--- src/rtl/fba_pkg.sv ---
package fba_pkg;

    // Frame space and bitmap geometry.
    localparam int NUM_FRAMES  = 4096;
    localparam int FRAME_W     = 12;
    localparam int WORD_BITS   = 32;
    localparam int BIT_W       = 5;
    localparam int MAP_WORDS   = (NUM_FRAMES + WORD_BITS - 1) / WORD_BITS;
    localparam int FIELD_WORDS = (1 << FRAME_W) / WORD_BITS;
    localparam int SCAN_WORDS  = (MAP_WORDS < FIELD_WORDS) ? MAP_WORDS : FIELD_WORDS;
    localparam int CNT_W       = $clog2(SCAN_WORDS + 1);
    localparam int AW          = (MAP_WORDS > 1) ? $clog2(MAP_WORDS) : 1;

    // Configuration register.
    localparam int                 LIMIT_W         = 13;
    localparam logic [LIMIT_W-1:0] LIMIT_RESET     = 13'd4096;
    localparam int                 APB_AW          = 3;
    localparam logic               REG_FRAME_LIMIT = 1'b0;

    // Stream payload widths.
    localparam int S_TDATA_W = 16;
    localparam int M_TDATA_W = 24;

    // Request kinds.
    localparam logic ACT_ALLOC = 1'b0;
    localparam logic ACT_FREE  = 1'b1;

    // Result status codes.
    typedef logic [2:0] status_t;
    localparam status_t STAT_ALLOCATED = 3'd0;
    localparam status_t STAT_MAPPED    = 3'd1;
    localparam status_t STAT_FULL      = 3'd2;
    localparam status_t STAT_FREED     = 3'd3;
    localparam status_t STAT_NOTHING   = 3'd4;

    typedef enum logic [2:0] {
        S_IDLE,
        S_SCAN,
        S_ALLOC_WR,
        S_FREE_RD,
        S_FREE_WR,
        S_DONE
    } fba_state_t;

    // Access request from the sequencer to the bitmap memory.
    typedef struct packed {
        logic                 rd_en;
        logic [AW-1:0]        rd_addr;
        logic                 wr_en;
        logic [AW-1:0]        wr_addr;
        logic [WORD_BITS-1:0] wr_data;
    } map_req_t;

endpackage

--- src/rtl/fba_map_ram.sv ---
module fba_map_ram (
    input  logic                        clk,
    input  logic                        rst_n,
    input  fba_pkg::map_req_t           req,
    output logic [fba_pkg::WORD_BITS-1:0] rd_data
);
    import fba_pkg::*;

    logic [WORD_BITS-1:0] mem [MAP_WORDS];
    logic [MAP_WORDS-1:0] valid_reg;
    logic [WORD_BITS-1:0] rd_word_reg;
    logic                 rd_valid_reg;

    // Bitmap storage; no reset, validity is tracked per word.
    always_ff @(posedge clk)
    begin
        if (req.wr_en)
        begin
            mem[req.wr_addr] <= req.wr_data;
        end
        if (req.rd_en)
        begin
            rd_word_reg <= mem[req.rd_addr];
        end
    end

    // A word never written since reset reads as all frames free.
    always_ff @(posedge clk or negedge rst_n)
    begin
        if (!rst_n)
        begin
            valid_reg    <= '0;
            rd_valid_reg <= 1'b0;
        end
        else
        begin
            if (req.wr_en)
            begin
                valid_reg[req.wr_addr] <= 1'b1;
            end
            if (req.rd_en)
            begin
                rd_valid_reg <= valid_reg[req.rd_addr];
            end
        end
    end

    assign rd_data = rd_valid_reg ? rd_word_reg : '0;

endmodule

--- src/rtl/fba_bit_unit.sv ---
module fba_bit_unit (
    input  logic [fba_pkg::WORD_BITS-1:0] word,
    input  logic [fba_pkg::BIT_W-1:0]     bit_idx,
    input  logic                          bit_set,
    output logic                          full,
    output logic [fba_pkg::BIT_W-1:0]     first_zero,
    output logic [fba_pkg::WORD_BITS-1:0] new_word
);
    import fba_pkg::*;

    logic [WORD_BITS-1:0] mask;

    // Word full test and lowest clear bit of the current word.
    always_comb
    begin
        full       = &word;
        first_zero = '0;
        for (int j = WORD_BITS - 1; j >= 0; j--)
        begin
            if (!word[j])
            begin
                first_zero = BIT_W'(j);
            end
        end
    end

    // Set or clear one bit of the word.
    always_comb
    begin
        mask     = WORD_BITS'(1) << bit_idx;
        new_word = bit_set ? (word | mask) : (word & ~mask);
    end

endmodule

--- src/rtl/fba_ctrl.sv ---
module fba_ctrl (
    input  logic                          clk,
    input  logic                          rst_n,
    input  logic [fba_pkg::LIMIT_W-1:0]   frame_limit,
    // Request stream.
    input  logic                          s_tvalid,
    output logic                          s_tready,
    // [11:0] entry_frame, [12] kernel_page, [13] write_req, [15:14] zero
    input  logic [fba_pkg::S_TDATA_W-1:0] s_tdata,
    // [0] action
    input  logic                          s_tuser,
    // Result stream.
    output logic                          m_tvalid,
    input  logic                          m_tready,
    // [2:0] status, [14:3] new_frame, [15] present, [16] writable,
    // [17] user_mode, [23:18] zero
    output logic [fba_pkg::M_TDATA_W-1:0] m_tdata,
    // Bitmap memory and bit unit.
    output fba_pkg::map_req_t             map_req,
    input  logic [fba_pkg::WORD_BITS-1:0] rd_data,
    input  logic                          full,
    input  logic [fba_pkg::BIT_W-1:0]     first_zero,
    input  logic [fba_pkg::WORD_BITS-1:0] new_word,
    output logic [fba_pkg::BIT_W-1:0]     bit_idx,
    output logic                          bit_set
);
    import fba_pkg::*;

    fba_state_t           state_reg, state_next;
    logic [FRAME_W-1:0]   frame_reg, frame_next;
    logic                 kern_reg, kern_next;
    logic                 wrt_reg, wrt_next;
    status_t              status_reg, status_next;
    logic [CNT_W-1:0]     words_reg, words_next;
    logic [CNT_W-1:0]     rd_idx_reg, rd_idx_next;
    logic [CNT_W-1:0]     chk_idx_reg, chk_idx_next;
    logic                 pend_reg, pend_next;
    logic                 m_valid_reg, m_valid_next;
    logic [M_TDATA_W-1:0] m_data_reg, m_data_next;

    logic [FRAME_W-1:0]       in_entry;
    logic [LIMIT_W-BIT_W-1:0] lim_words;
    logic                     is_alloc;

    assign in_entry  = s_tdata[FRAME_W-1:0];
    assign lim_words = frame_limit[LIMIT_W-1:BIT_W];
    assign is_alloc  = (status_reg == STAT_ALLOCATED);
    assign s_tready  = (state_reg == S_IDLE);
    assign m_tvalid  = m_valid_reg;
    assign m_tdata   = m_data_reg;
    assign bit_idx   = frame_reg[BIT_W-1:0];
    assign bit_set   = (state_reg == S_ALLOC_WR);

    // Control state.
    always_ff @(posedge clk or negedge rst_n)
    begin
        if (!rst_n)
        begin
            state_reg   <= S_IDLE;
            rd_idx_reg  <= '0;
            pend_reg    <= 1'b0;
            m_valid_reg <= 1'b0;
        end
        else
        begin
            state_reg   <= state_next;
            rd_idx_reg  <= rd_idx_next;
            pend_reg    <= pend_next;
            m_valid_reg <= m_valid_next;
        end
    end

    // Payload registers.
    always_ff @(posedge clk)
    begin
        frame_reg   <= frame_next;
        kern_reg    <= kern_next;
        wrt_reg     <= wrt_next;
        status_reg  <= status_next;
        words_reg   <= words_next;
        chk_idx_reg <= chk_idx_next;
        m_data_reg  <= m_data_next;
    end

    // Sequencer: one bitmap word read per cycle during a search.
    always_comb
    begin
        state_next   = state_reg;
        frame_next   = frame_reg;
        kern_next    = kern_reg;
        wrt_next     = wrt_reg;
        status_next  = status_reg;
        words_next   = words_reg;
        rd_idx_next  = rd_idx_reg;
        chk_idx_next = chk_idx_reg;
        pend_next    = pend_reg;
        m_valid_next = m_valid_reg;
        m_data_next  = m_data_reg;
        map_req      = '0;

        if (m_valid_reg && m_tready)
        begin
            m_valid_next = 1'b0;
        end

        case (state_reg)
            S_IDLE:
            begin
                if (s_tvalid)
                begin
                    frame_next  = in_entry;
                    kern_next   = s_tdata[FRAME_W];
                    wrt_next    = s_tdata[FRAME_W+1];
                    rd_idx_next = '0;
                    pend_next   = 1'b0;
                    if (int'(lim_words) > SCAN_WORDS)
                    begin
                        words_next = CNT_W'(SCAN_WORDS);
                    end
                    else
                    begin
                        words_next = CNT_W'(lim_words);
                    end
                    if (s_tuser == ACT_ALLOC)
                    begin
                        if (in_entry != '0)
                        begin
                            status_next = STAT_MAPPED;
                            state_next  = S_DONE;
                        end
                        else
                        begin
                            state_next = S_SCAN;
                        end
                    end
                    else if (in_entry == '0)
                    begin
                        status_next = STAT_NOTHING;
                        state_next  = S_DONE;
                    end
                    else if (32'(in_entry) < NUM_FRAMES)
                    begin
                        state_next = S_FREE_RD;
                    end
                    else
                    begin
                        status_next = STAT_FREED;
                        state_next  = S_DONE;
                    end
                end
            end

            S_SCAN:
            begin
                if (pend_reg && !full)
                begin
                    // The word read last cycle has a clear bit.
                    frame_next = FRAME_W'({chk_idx_reg, first_zero});
                    state_next = S_ALLOC_WR;
                end
                else if (rd_idx_reg < words_reg)
                begin
                    map_req.rd_en   = 1'b1;
                    map_req.rd_addr = AW'(rd_idx_reg);
                    chk_idx_next    = rd_idx_reg;
                    rd_idx_next     = rd_idx_reg + CNT_W'(1);
                    pend_next       = 1'b1;
                end
                else
                begin
                    status_next = STAT_FULL;
                    state_next  = S_DONE;
                end
            end

            S_ALLOC_WR:
            begin
                map_req.wr_en   = 1'b1;
                map_req.wr_addr = AW'(frame_reg >> BIT_W);
                map_req.wr_data = new_word;
                status_next     = STAT_ALLOCATED;
                state_next      = S_DONE;
            end

            S_FREE_RD:
            begin
                map_req.rd_en   = 1'b1;
                map_req.rd_addr = AW'(frame_reg >> BIT_W);
                state_next      = S_FREE_WR;
            end

            S_FREE_WR:
            begin
                map_req.wr_en   = 1'b1;
                map_req.wr_addr = AW'(frame_reg >> BIT_W);
                map_req.wr_data = new_word;
                status_next     = STAT_FREED;
                state_next      = S_DONE;
            end

            S_DONE:
            begin
                // Load the result once the output register is free.
                if (!m_valid_reg || m_tready)
                begin
                    m_valid_next = 1'b1;
                    m_data_next  = M_TDATA_W'({
                        is_alloc & ~kern_reg,
                        is_alloc & wrt_reg,
                        is_alloc,
                        (is_alloc || status_reg == STAT_MAPPED) ? frame_reg : '0,
                        status_reg});
                    state_next   = S_IDLE;
                end
            end

            default:
            begin
                state_next = S_IDLE;
            end
        endcase
    end

    // An allocated frame lies inside the searched words.
    a_alloc_in_range: assert property (@(posedge clk) disable iff (!rst_n)
        (state_reg == S_ALLOC_WR) |-> (CNT_W'(frame_reg >> BIT_W) < words_reg))
        else $error("allocated frame beyond search limit");

    // The frame being allocated was free in the word that was read.
    a_alloc_bit_clear: assert property (@(posedge clk) disable iff (!rst_n)
        (state_reg == S_ALLOC_WR) |-> !rd_data[frame_reg[BIT_W-1:0]])
        else $error("allocating a frame that is already used");

    // The search never reads past its word count.
    a_scan_bound: assert property (@(posedge clk) disable iff (!rst_n)
        (state_reg == S_SCAN) |-> (rd_idx_reg <= words_reg))
        else $error("search index past word count");

    // A pending result waits while the output register is still held.
    a_done_holds: assert property (@(posedge clk) disable iff (!rst_n)
        (state_reg == S_DONE && m_valid_reg && !m_tready) |=> (state_reg == S_DONE))
        else $error("result overwrote an untaken beat");

endmodule

--- src/rtl/frame_bitmap_allocator.sv ---
// Bitmap page-frame allocator with one used bit per frame, all frames free after
// reset. An allocate request for an entry without a frame searches the bitmap
// RAM one 32-frame word per cycle through its single read port, over the first
// frame_limit / 32 words capped at 128 words, and reports full when no frame is
// free there. A free request is a read-modify-write of one word. A stalled
// result output holds the result and the block until it is taken. One request
// is in work at a time; the next beat is accepted as soon as the result has
// moved to the output register.
module frame_bitmap_allocator (
    input  logic                          clk,
    input  logic                          rst_n,
    // Configuration port.
    input  logic                          psel,
    input  logic                          penable,
    input  logic                          pwrite,
    input  logic [fba_pkg::APB_AW-1:0]    paddr,
    input  logic [31:0]                   pwdata,
    output logic [31:0]                   prdata,
    output logic                          pready,
    // Request stream.
    input  logic                          s_tvalid,
    output logic                          s_tready,
    // [11:0] entry_frame, [12] kernel_page, [13] write_req, [15:14] zero
    input  logic [fba_pkg::S_TDATA_W-1:0] s_tdata,
    // [0] action
    input  logic                          s_tuser,
    // Result stream.
    output logic                          m_tvalid,
    input  logic                          m_tready,
    // [2:0] status, [14:3] new_frame, [15] present, [16] writable,
    // [17] user_mode, [23:18] zero
    output logic [fba_pkg::M_TDATA_W-1:0] m_tdata
);
    import fba_pkg::*;

    logic [LIMIT_W-1:0]   frame_limit_reg;
    map_req_t             map_req;
    logic [WORD_BITS-1:0] rd_data;
    logic                 full;
    logic [BIT_W-1:0]     first_zero;
    logic [WORD_BITS-1:0] new_word;
    logic [BIT_W-1:0]     bit_idx;
    logic                 bit_set;

    // Frame limit register.
    always_ff @(posedge clk or negedge rst_n)
    begin
        if (!rst_n)
        begin
            frame_limit_reg <= LIMIT_RESET;
        end
        else if (psel && penable && pwrite && pready && paddr[2] == REG_FRAME_LIMIT)
        begin
            frame_limit_reg <= pwdata[LIMIT_W-1:0];
        end
    end

    assign pready = 1'b1;
    assign prdata = (paddr[2] == REG_FRAME_LIMIT) ? 32'(frame_limit_reg) : '0;

    fba_ctrl u_ctrl (
        .clk         (clk),
        .rst_n       (rst_n),
        .frame_limit (frame_limit_reg),
        .s_tvalid    (s_tvalid),
        .s_tready    (s_tready),
        .s_tdata     (s_tdata),
        .s_tuser     (s_tuser),
        .m_tvalid    (m_tvalid),
        .m_tready    (m_tready),
        .m_tdata     (m_tdata),
        .map_req     (map_req),
        .rd_data     (rd_data),
        .full        (full),
        .first_zero  (first_zero),
        .new_word    (new_word),
        .bit_idx     (bit_idx),
        .bit_set     (bit_set)
    );

    fba_map_ram u_map (
        .clk     (clk),
        .rst_n   (rst_n),
        .req     (map_req),
        .rd_data (rd_data)
    );

    fba_bit_unit u_bits (
        .word       (rd_data),
        .bit_idx    (bit_idx),
        .bit_set    (bit_set),
        .full       (full),
        .first_zero (first_zero),
        .new_word   (new_word)
    );

endmodule
--- config.mk ---
export PLATFORM = sky130hd
export DESIGN_NAME = frame_bitmap_allocator
export DESIGN_NICKNAME = d
export VERILOG_FILES = /design/src/rtl/fba_pkg.sv /design/src/rtl/fba_map_ram.sv /design/src/rtl/fba_bit_unit.sv /design/src/rtl/fba_ctrl.sv /design/src/rtl/frame_bitmap_allocator.sv
export SDC_FILE = /design/constraint.sdc
export NUM_CORES = 2
export LEC_CHECK = 0
export CAP_MARGIN = 10
export CORE_ASPECT_RATIO = 0.7
export CORE_UTILIZATION = 30
export CTS_BUF_LIST = sky130_fd_sc_hd__clkbuf_16
export DETAILED_ROUTE_END_ITERATION = 10
export DONT_BUFFER_PORTS = 1
export GPL_ROUTABILITY_DRIVEN = 0
export PLACE_DENSITY_LB_ADDON = 0.25
export SLEW_MARGIN = 20
export SYNTH_ARGS = -nofsm -noshare
export SYNTH_HDL_FRONTEND = slang
export SYNTH_SLANG_ARGS = --single-unit
--- constraint.sdc ---
create_clock -name clk -period 6.5 [get_ports clk]
set_clock_uncertainty 0.1 [all_clocks]
set_input_delay 1.3 -clock clk [delete_from_list [all_inputs] [get_ports clk]]
set_output_delay 1.3 -clock clk [all_outputs]
set_load 0.02 [all_outputs]
* Yosys cells after proc, flatten, opt, wreduce, memory -nomap -nowiden *
Memory sizes are Yosys's and may differ from the RTL's. A register that Yosys moved wholly into a read port is not among the register bits.
Index checks and enable logic that the tools add are counted.

cells by class
  bitwise logic cells = 9
  $lt $le $gt $ge = 5
  shift operators = 1
  $add $sub $neg = 1
  mux-type cells = 74
  equality and inequality tests = 15
  reduce and logical (&&, ||, !) cells = 25

operators by type and width
  kind                                                                          count
  5-bit 2-to-1 mux                                                              32
  128-bit OR                                                                    1
  32-bit 2-to-1 mux                                                             2
  40-bit 2-to-1 mux                                                             1
  8-bit 2-to-1 mux                                                              5
  3-bit 2-to-1 mux                                                              13
  32-bit bitwise AND                                                            1
  32-bit NOT                                                                    1
  32-bit OR                                                                     1
  8-bit case mux with 2 select lines                                            2
  32-bit AND reduction                                                          1
  1-bit by 5-bit << shifter with 32-bit output, first input constant            1
  12-bit 2-to-1 mux                                                             2
  12-bit case mux with 2 select lines                                           1
  7-bit by 8-bit less-than comparator with 1-bit output, second input constant  2
  3-bit case mux with 5 select lines                                            1
  13-bit 2-to-1 mux                                                             1
  12-bit zero test                                                              1
  3-bit case mux with 4 select lines                                            1
  12-bit nonzero test                                                           1
  1-bit 2-to-1 mux                                                              10
  3-bit AND reduction                                                           3
  8-bit by 1-bit adder with 8-bit output, second input constant                 1
  8-bit > comparator, second input constant                                     1
  24 further kinds                                                              44

word-level totals
  output and inout port bits = 59
  memories kept = 1
  bits in registers = 205
  bits in writable memories = 4096

memories
  memory     words  bits a word  rd ports  clocked after Yosys merged registers in  wr ports  RTL line          source
  u_map.mem  128    32           1         1                                        1         fba_map_ram.sv:9  logic [WORD_BITS-1:0] mem [MAP_WORDS];

* Logic depth before layout (Yosys ltp) *
  depth after elaboration = 35
  gate-level depth with buffers = 18
  mapped depth without buffers = 13

* By module *
Synthesis repeated with hierarchy kept, for this count alone.

second synthesis, totals
  cell total of the unflattened synthesis = 6972
  area, all modules = 166516.0 um^2

by module, submodules not included
  module                  cells each  area an instance (um^2)  times used
  fba_map_ram             6470        161343.5                 1
  fba_ctrl                285         3427.0                   1
  fba_bit_unit            153         953.4                    1
  frame_bitmap_allocator  64          792.0                    1

* Worst setup path after synthesis *
Ideal clock, no wire load.

  path type = flip-flop to flip-flop
  start = register u_ctrl.state_reg[1]
  end = memory u_map.mem[0][11], data pin
  slack = 0.364 ns
  stages on the path, launching flop included = 8
  library setup time = 0.890 ns
  buffers on the path = 4
  data required time = 5.510 ns
  clock period less this slack = 6.136 ns
  arrival = 5.146 ns
  cell sequence = dfrtp_1 -> clkbuf_1 -> clkbuf_1 -> clkbuf_1 -> nand2_1 -> clkbuf_1 -> or3_1 -> a21oi_1

RTL lines
  item                    RTL line          source
  from (decl)             fba_ctrl.sv:29    fba_state_t state_reg, state_next;
  from (signal assigned)  fba_ctrl.sv:66    state_reg <= state_next;
  to (decl)               fba_map_ram.sv:9

* Worst setup path in the final report *
  start = register u_map.rd_valid_reg
  end = register u_map.rd_word_reg[5] (read register of u_map.mem), data pin

on the way
  longest elaborated chain between the ends = 6

RTL lines
  item                                RTL line            source
  from (decl)                         fba_map_ram.sv:12   logic rd_valid_reg;
  from (signal assigned)              fba_map_ram.sv:43   rd_valid_reg <= valid_reg[req.rd_addr];
  32-bit 2-to-1 mux                   fba_map_ram.sv:48   assign rd_data = rd_valid_reg ? rd_word_reg : '0;
  32-bit AND reduction                fba_bit_unit.sv:16  full = &word;
  1-bit zero test                     fba_ctrl.sv:155     if (pend_reg && !full)
  1-bit logical AND                   fba_ctrl.sv:155
  8-bit 2-to-1 mux                    fba_ctrl.sv:155
  8-bit case mux with 2 select lines  fba_ctrl.sv:106     case (state_reg)
  to (decl)                           fba_map_ram.sv:11   logic [WORD_BITS-1:0] rd_word_reg;

No other way between the ends.
A chain may end at the register's enable or synchronous reset.

==> results.yml <==
floorplan:
  fp.dieH_microns: 633
  die_w_microns: 903
  die_area_sq_mm: 0.572
  core_sq_mm: 0.566
  rows: 231
  ios: 118
  start_util_pct: 30.2
placed_design:
  portBuffers: 0
  place_area_sq_mm: 0.184
  dp_cells: 19200
  dp_hpwl_mm: 340
cts:
  clock-sinks: 4333
  cts_max_path_buffers: 4
  cts_buffers: 425
  cts_max_level: 5
  cts_tree: "built"
  insertion_delay_ns: 1.04
  cts.root.buffer_cell: "clkbuf_16"
  clkTransAtPathRegs_ns: 0.06
  cts_resized: 0
layout:
  nets: 12200
  multi_input_area_sq_mm: 0.0377
  stdcell_count: 20100
  fillCellCount: 54700
  largest_reg_flops: 4096
  final_area_sq_mm: 0.197
  drive_above_1_share_pct: 12.3
  seqCellArea_sq_mm: 0.129
  area_delta_synth_final_pct: 15.7
setup_path:
  path_class: "reg2reg"
  cp.buffers_inverters: 2
  required_ns: 7.28
  r2r_start: "u_map.rd_valid_reg"
  r2r-end: "u_map.rd_word_reg[5]"
  rr_worst_depth: 12
  crit_path_cell_trace: "nand2_1, or4_1, o31ai_4, buf_12, a31o_4, buf_12, nand2_1, o22ai_1, nor3_1, a311oi_1, nand2_1, o21ai_1"
  cp_slowest_stage_delay_ns: 1.14
  crit_family: "compound AO/OA/AOI/OAI gates"
  crit_path_frequent_cell: "nand2_1"
  crit_path_top_delay_cell: "a311oi_1"
  crit_path_max_fanout: 33
  worstPathArrival_ns: 6.95
  end_kind: "register"
  cp-start-kind: "register"
  reg2reg_slack_ns: 0.33
pwr:
  p_per_area_mw_per_mm2: 382
  vdd_drop_max_uv: 270
  cellLeakagePower_uw: 0.0651
  finalPower_uw: 75300
synth:
  synth_edf_count: 4178
  synth_area_sq_mm: 0.171
  ys_types: 72
  synthFlopType: "edfxtp_1"
  synth_area_per_cell_sq_um: 14.3
  ys_ff_latch: 4333
  syn_inst: 11900
  synthArstFlopShare_pct: 3.58
  yosysSeqAreaShare_pct: 75.8
  ys_warn_count: 0
timing:
  final.min_clock_period_ns: 6.17
  rsz0062_at_grt: "false"
  tightest_slew_ns: 1.45
  max_freq_mhz: 162
  final_hold_viol_count: 0
  maxSlewHeadroom_pct: 2.79
  drv_slew: 0
  setup-tns-final_ns: 0
  timing.hold.ws_ns: 0.281
  period_share_pct: 95.0
  setup_viol: 0
worst_hold_path:
  min_from: "pwdata[5]"
  hold_end: "frame_limit_reg[5]"
  whs_path_depth: 1
  min_path_type: "in2reg"
route:
  route.detailed.drc: 0
  drt-total-wl_mm: 580
  final_antenna_net_count: 0
  vias: 108000
  drt_iter0_markers: 15400
  first_pass_iters: 6
  routed_via_density: 5.40
  wl_per_cell_microns: 28.9
grt:
  grt_pass1_wl_mm: 807
  grt_usage_pct: 19.5
  grt_overflow: 0
  antenna_found_initial: 59
  grt_pass1_vias: 101000
  grt_max_degree: 156
status:
  status: "finished clean"
flow_run:
  maxCapViolCount: 0
[report_power, final]
part | internal (uW) | switching (uW)
sequential | 33000 | 529
clock | 13200 | 10900
combinational | 4270 | 13400
[cells in the mapped netlist, drive strengths merged (3+ instances only)]
| cell | number | share of area [%] |
|---|---|---|
| a211o | 4 | 0.021 |
| clkbuf | 551 | 1.2 |
| a32oi | 32 | 0.16 |
| nand4 | 52 | 0.19 |
| o22ai | 364 | 1.3 |
| or2 | 129 | 0.47 |
| nor2 | 176 | 0.39 |
| o21ai | 523 | 1.5 |
| a31oi | 127 | 0.48 |
| mux2 | 13 | 0.086 |
| or3 | 16 | 0.059 |
| nor2b | 30 | 0.11 |
| nor4 | 44 | 0.18 |
| edfxtp | 4178 | 74 |
| xor2 | 3 | 0.015 |
| nand2b | 8 | 0.029 |
| nand2 | 1682 | 3.7 |
| a21boi | 3 | 0.013 |
| mux2i | 330 | 1.9 |
| dfrtp | 154 | 2.3 |
| o211ai | 16 | 0.070 |
| nand3 | 1079 | 3.2 |
| nor3 | 112 | 0.33 |
| a21oi | 424 | 1.2 |
| a31o | 4 | 0.021 |
| inv | 468 | 1.0 |
| and2 | 16 | 0.059 |
| ha | 10 | 0.073 |
| a311oi | 161 | 0.83 |
| o221ai | 717 | 3.7 |
| and3 | 11 | 0.040 |
| a211oi | 100 | 0.44 |
| o31ai | 6 | 0.034 |
| buf | 321 | 0.95 |
| a221oi | 3 | 0.015 |
| o2111ai | 3 | 0.015 |
| or4 | 4 | 0.018 |
| a22oi | 17 | 0.075 |
| nand3b | 4 | 0.018 |
[timing repair]
item,CTS,global route
setup buffers,0,0
hold buffers,1,1
endpoints found under the hold margin,155,12
[per-stage QoR]
stage / util (%) / worst slack [ns]
4_1_cts: 34.8 / 0.650
3_5_place_dp: 32.5 / 0.677
6_report: 34.9 / 0.327
3_3_place_gp: 32.5 / 0.708
2_1_floorplan: - / 0.364
5_1_grt: 34.9 / 0.394
[per-layer routing]
metal	vias up	global-route usage [%]	wire length, microns	share of wire [%]
li1	46600	-	-	-
met1	56100	30.3	269000	46
met2	4991	26.4	234000	40
met3	751	4.98	59800	10
met4	2	6.00	17400	3.0
met5	-	0	13	0.0022
[worst max-delay path by stage]
stage | endpoint | cells after the start | slack [ns] | from
after floorplan | u_map.mem[0][11] | 7 | 0.36 | u_ctrl.state_reg[1]
after global placement | u_map.rd_word_reg[11] | 14 | 0.71 | u_map.rd_valid_reg
after detailed placement | u_map.rd_word_reg[11] | 14 | 0.68 | u_map.rd_valid_reg
after CTS | u_map.rd_word_reg[11] | 14 | 0.65 | u_map.rd_valid_reg
after global routing | u_map.rd_word_reg[2] | 14 | 0.39 | u_map.rd_valid_reg
final | u_map.rd_word_reg[5] | 12 | 0.33 | u_map.rd_valid_reg
[layout make-up]
cell class	instances	share of cell area (%)
flip-flops and latches	4333	65.5
inverters	469	0.892
multi-input cells	6282	19.1
well taps	7572	4.80
diodes	42	0.0532
clock buffers	433	5.49
clock inverters	339	1.23
repair buffers	595	2.94
[cells by family after synthesis]
family	Yosys count	synth area share, %
flops	4333	75.8
simple gates	3371	8.79
compound gates	2528	10.1
buf+inv	1341	3.19
mux	343	2.02
fa+ha+maj	10	0.0733
xor+xnor	4	0.0205
other cells	2	0.00440
[cell usage in the layout (no fill, tap or decap), drive strengths merged, types with 6 or more instances in the layout]
cell,instances
edfxtp,4178
and2,16
diode,42
clkinvlp,6
or3,16
buf,594
nor2b,30
or2,129
ha,10
nor3,112
conb,26
nor4,44
a311oi,161
o221ai,717
a211oi,100
a31oi,127
nand2,1682
nand3,1079
nand4,52
o211ai,16
o21ai,523
nor2,176
nand2b,8
dfrtp,154
inv,583
clkinv,189
and3,11
mux2,13
a21oi,424
a22oi,17
o22ai,364
mux2i,330
o31ai,6
a32oi,32
clkbuf,433
bufinv,30
Power figures use the tool's default switching activity.
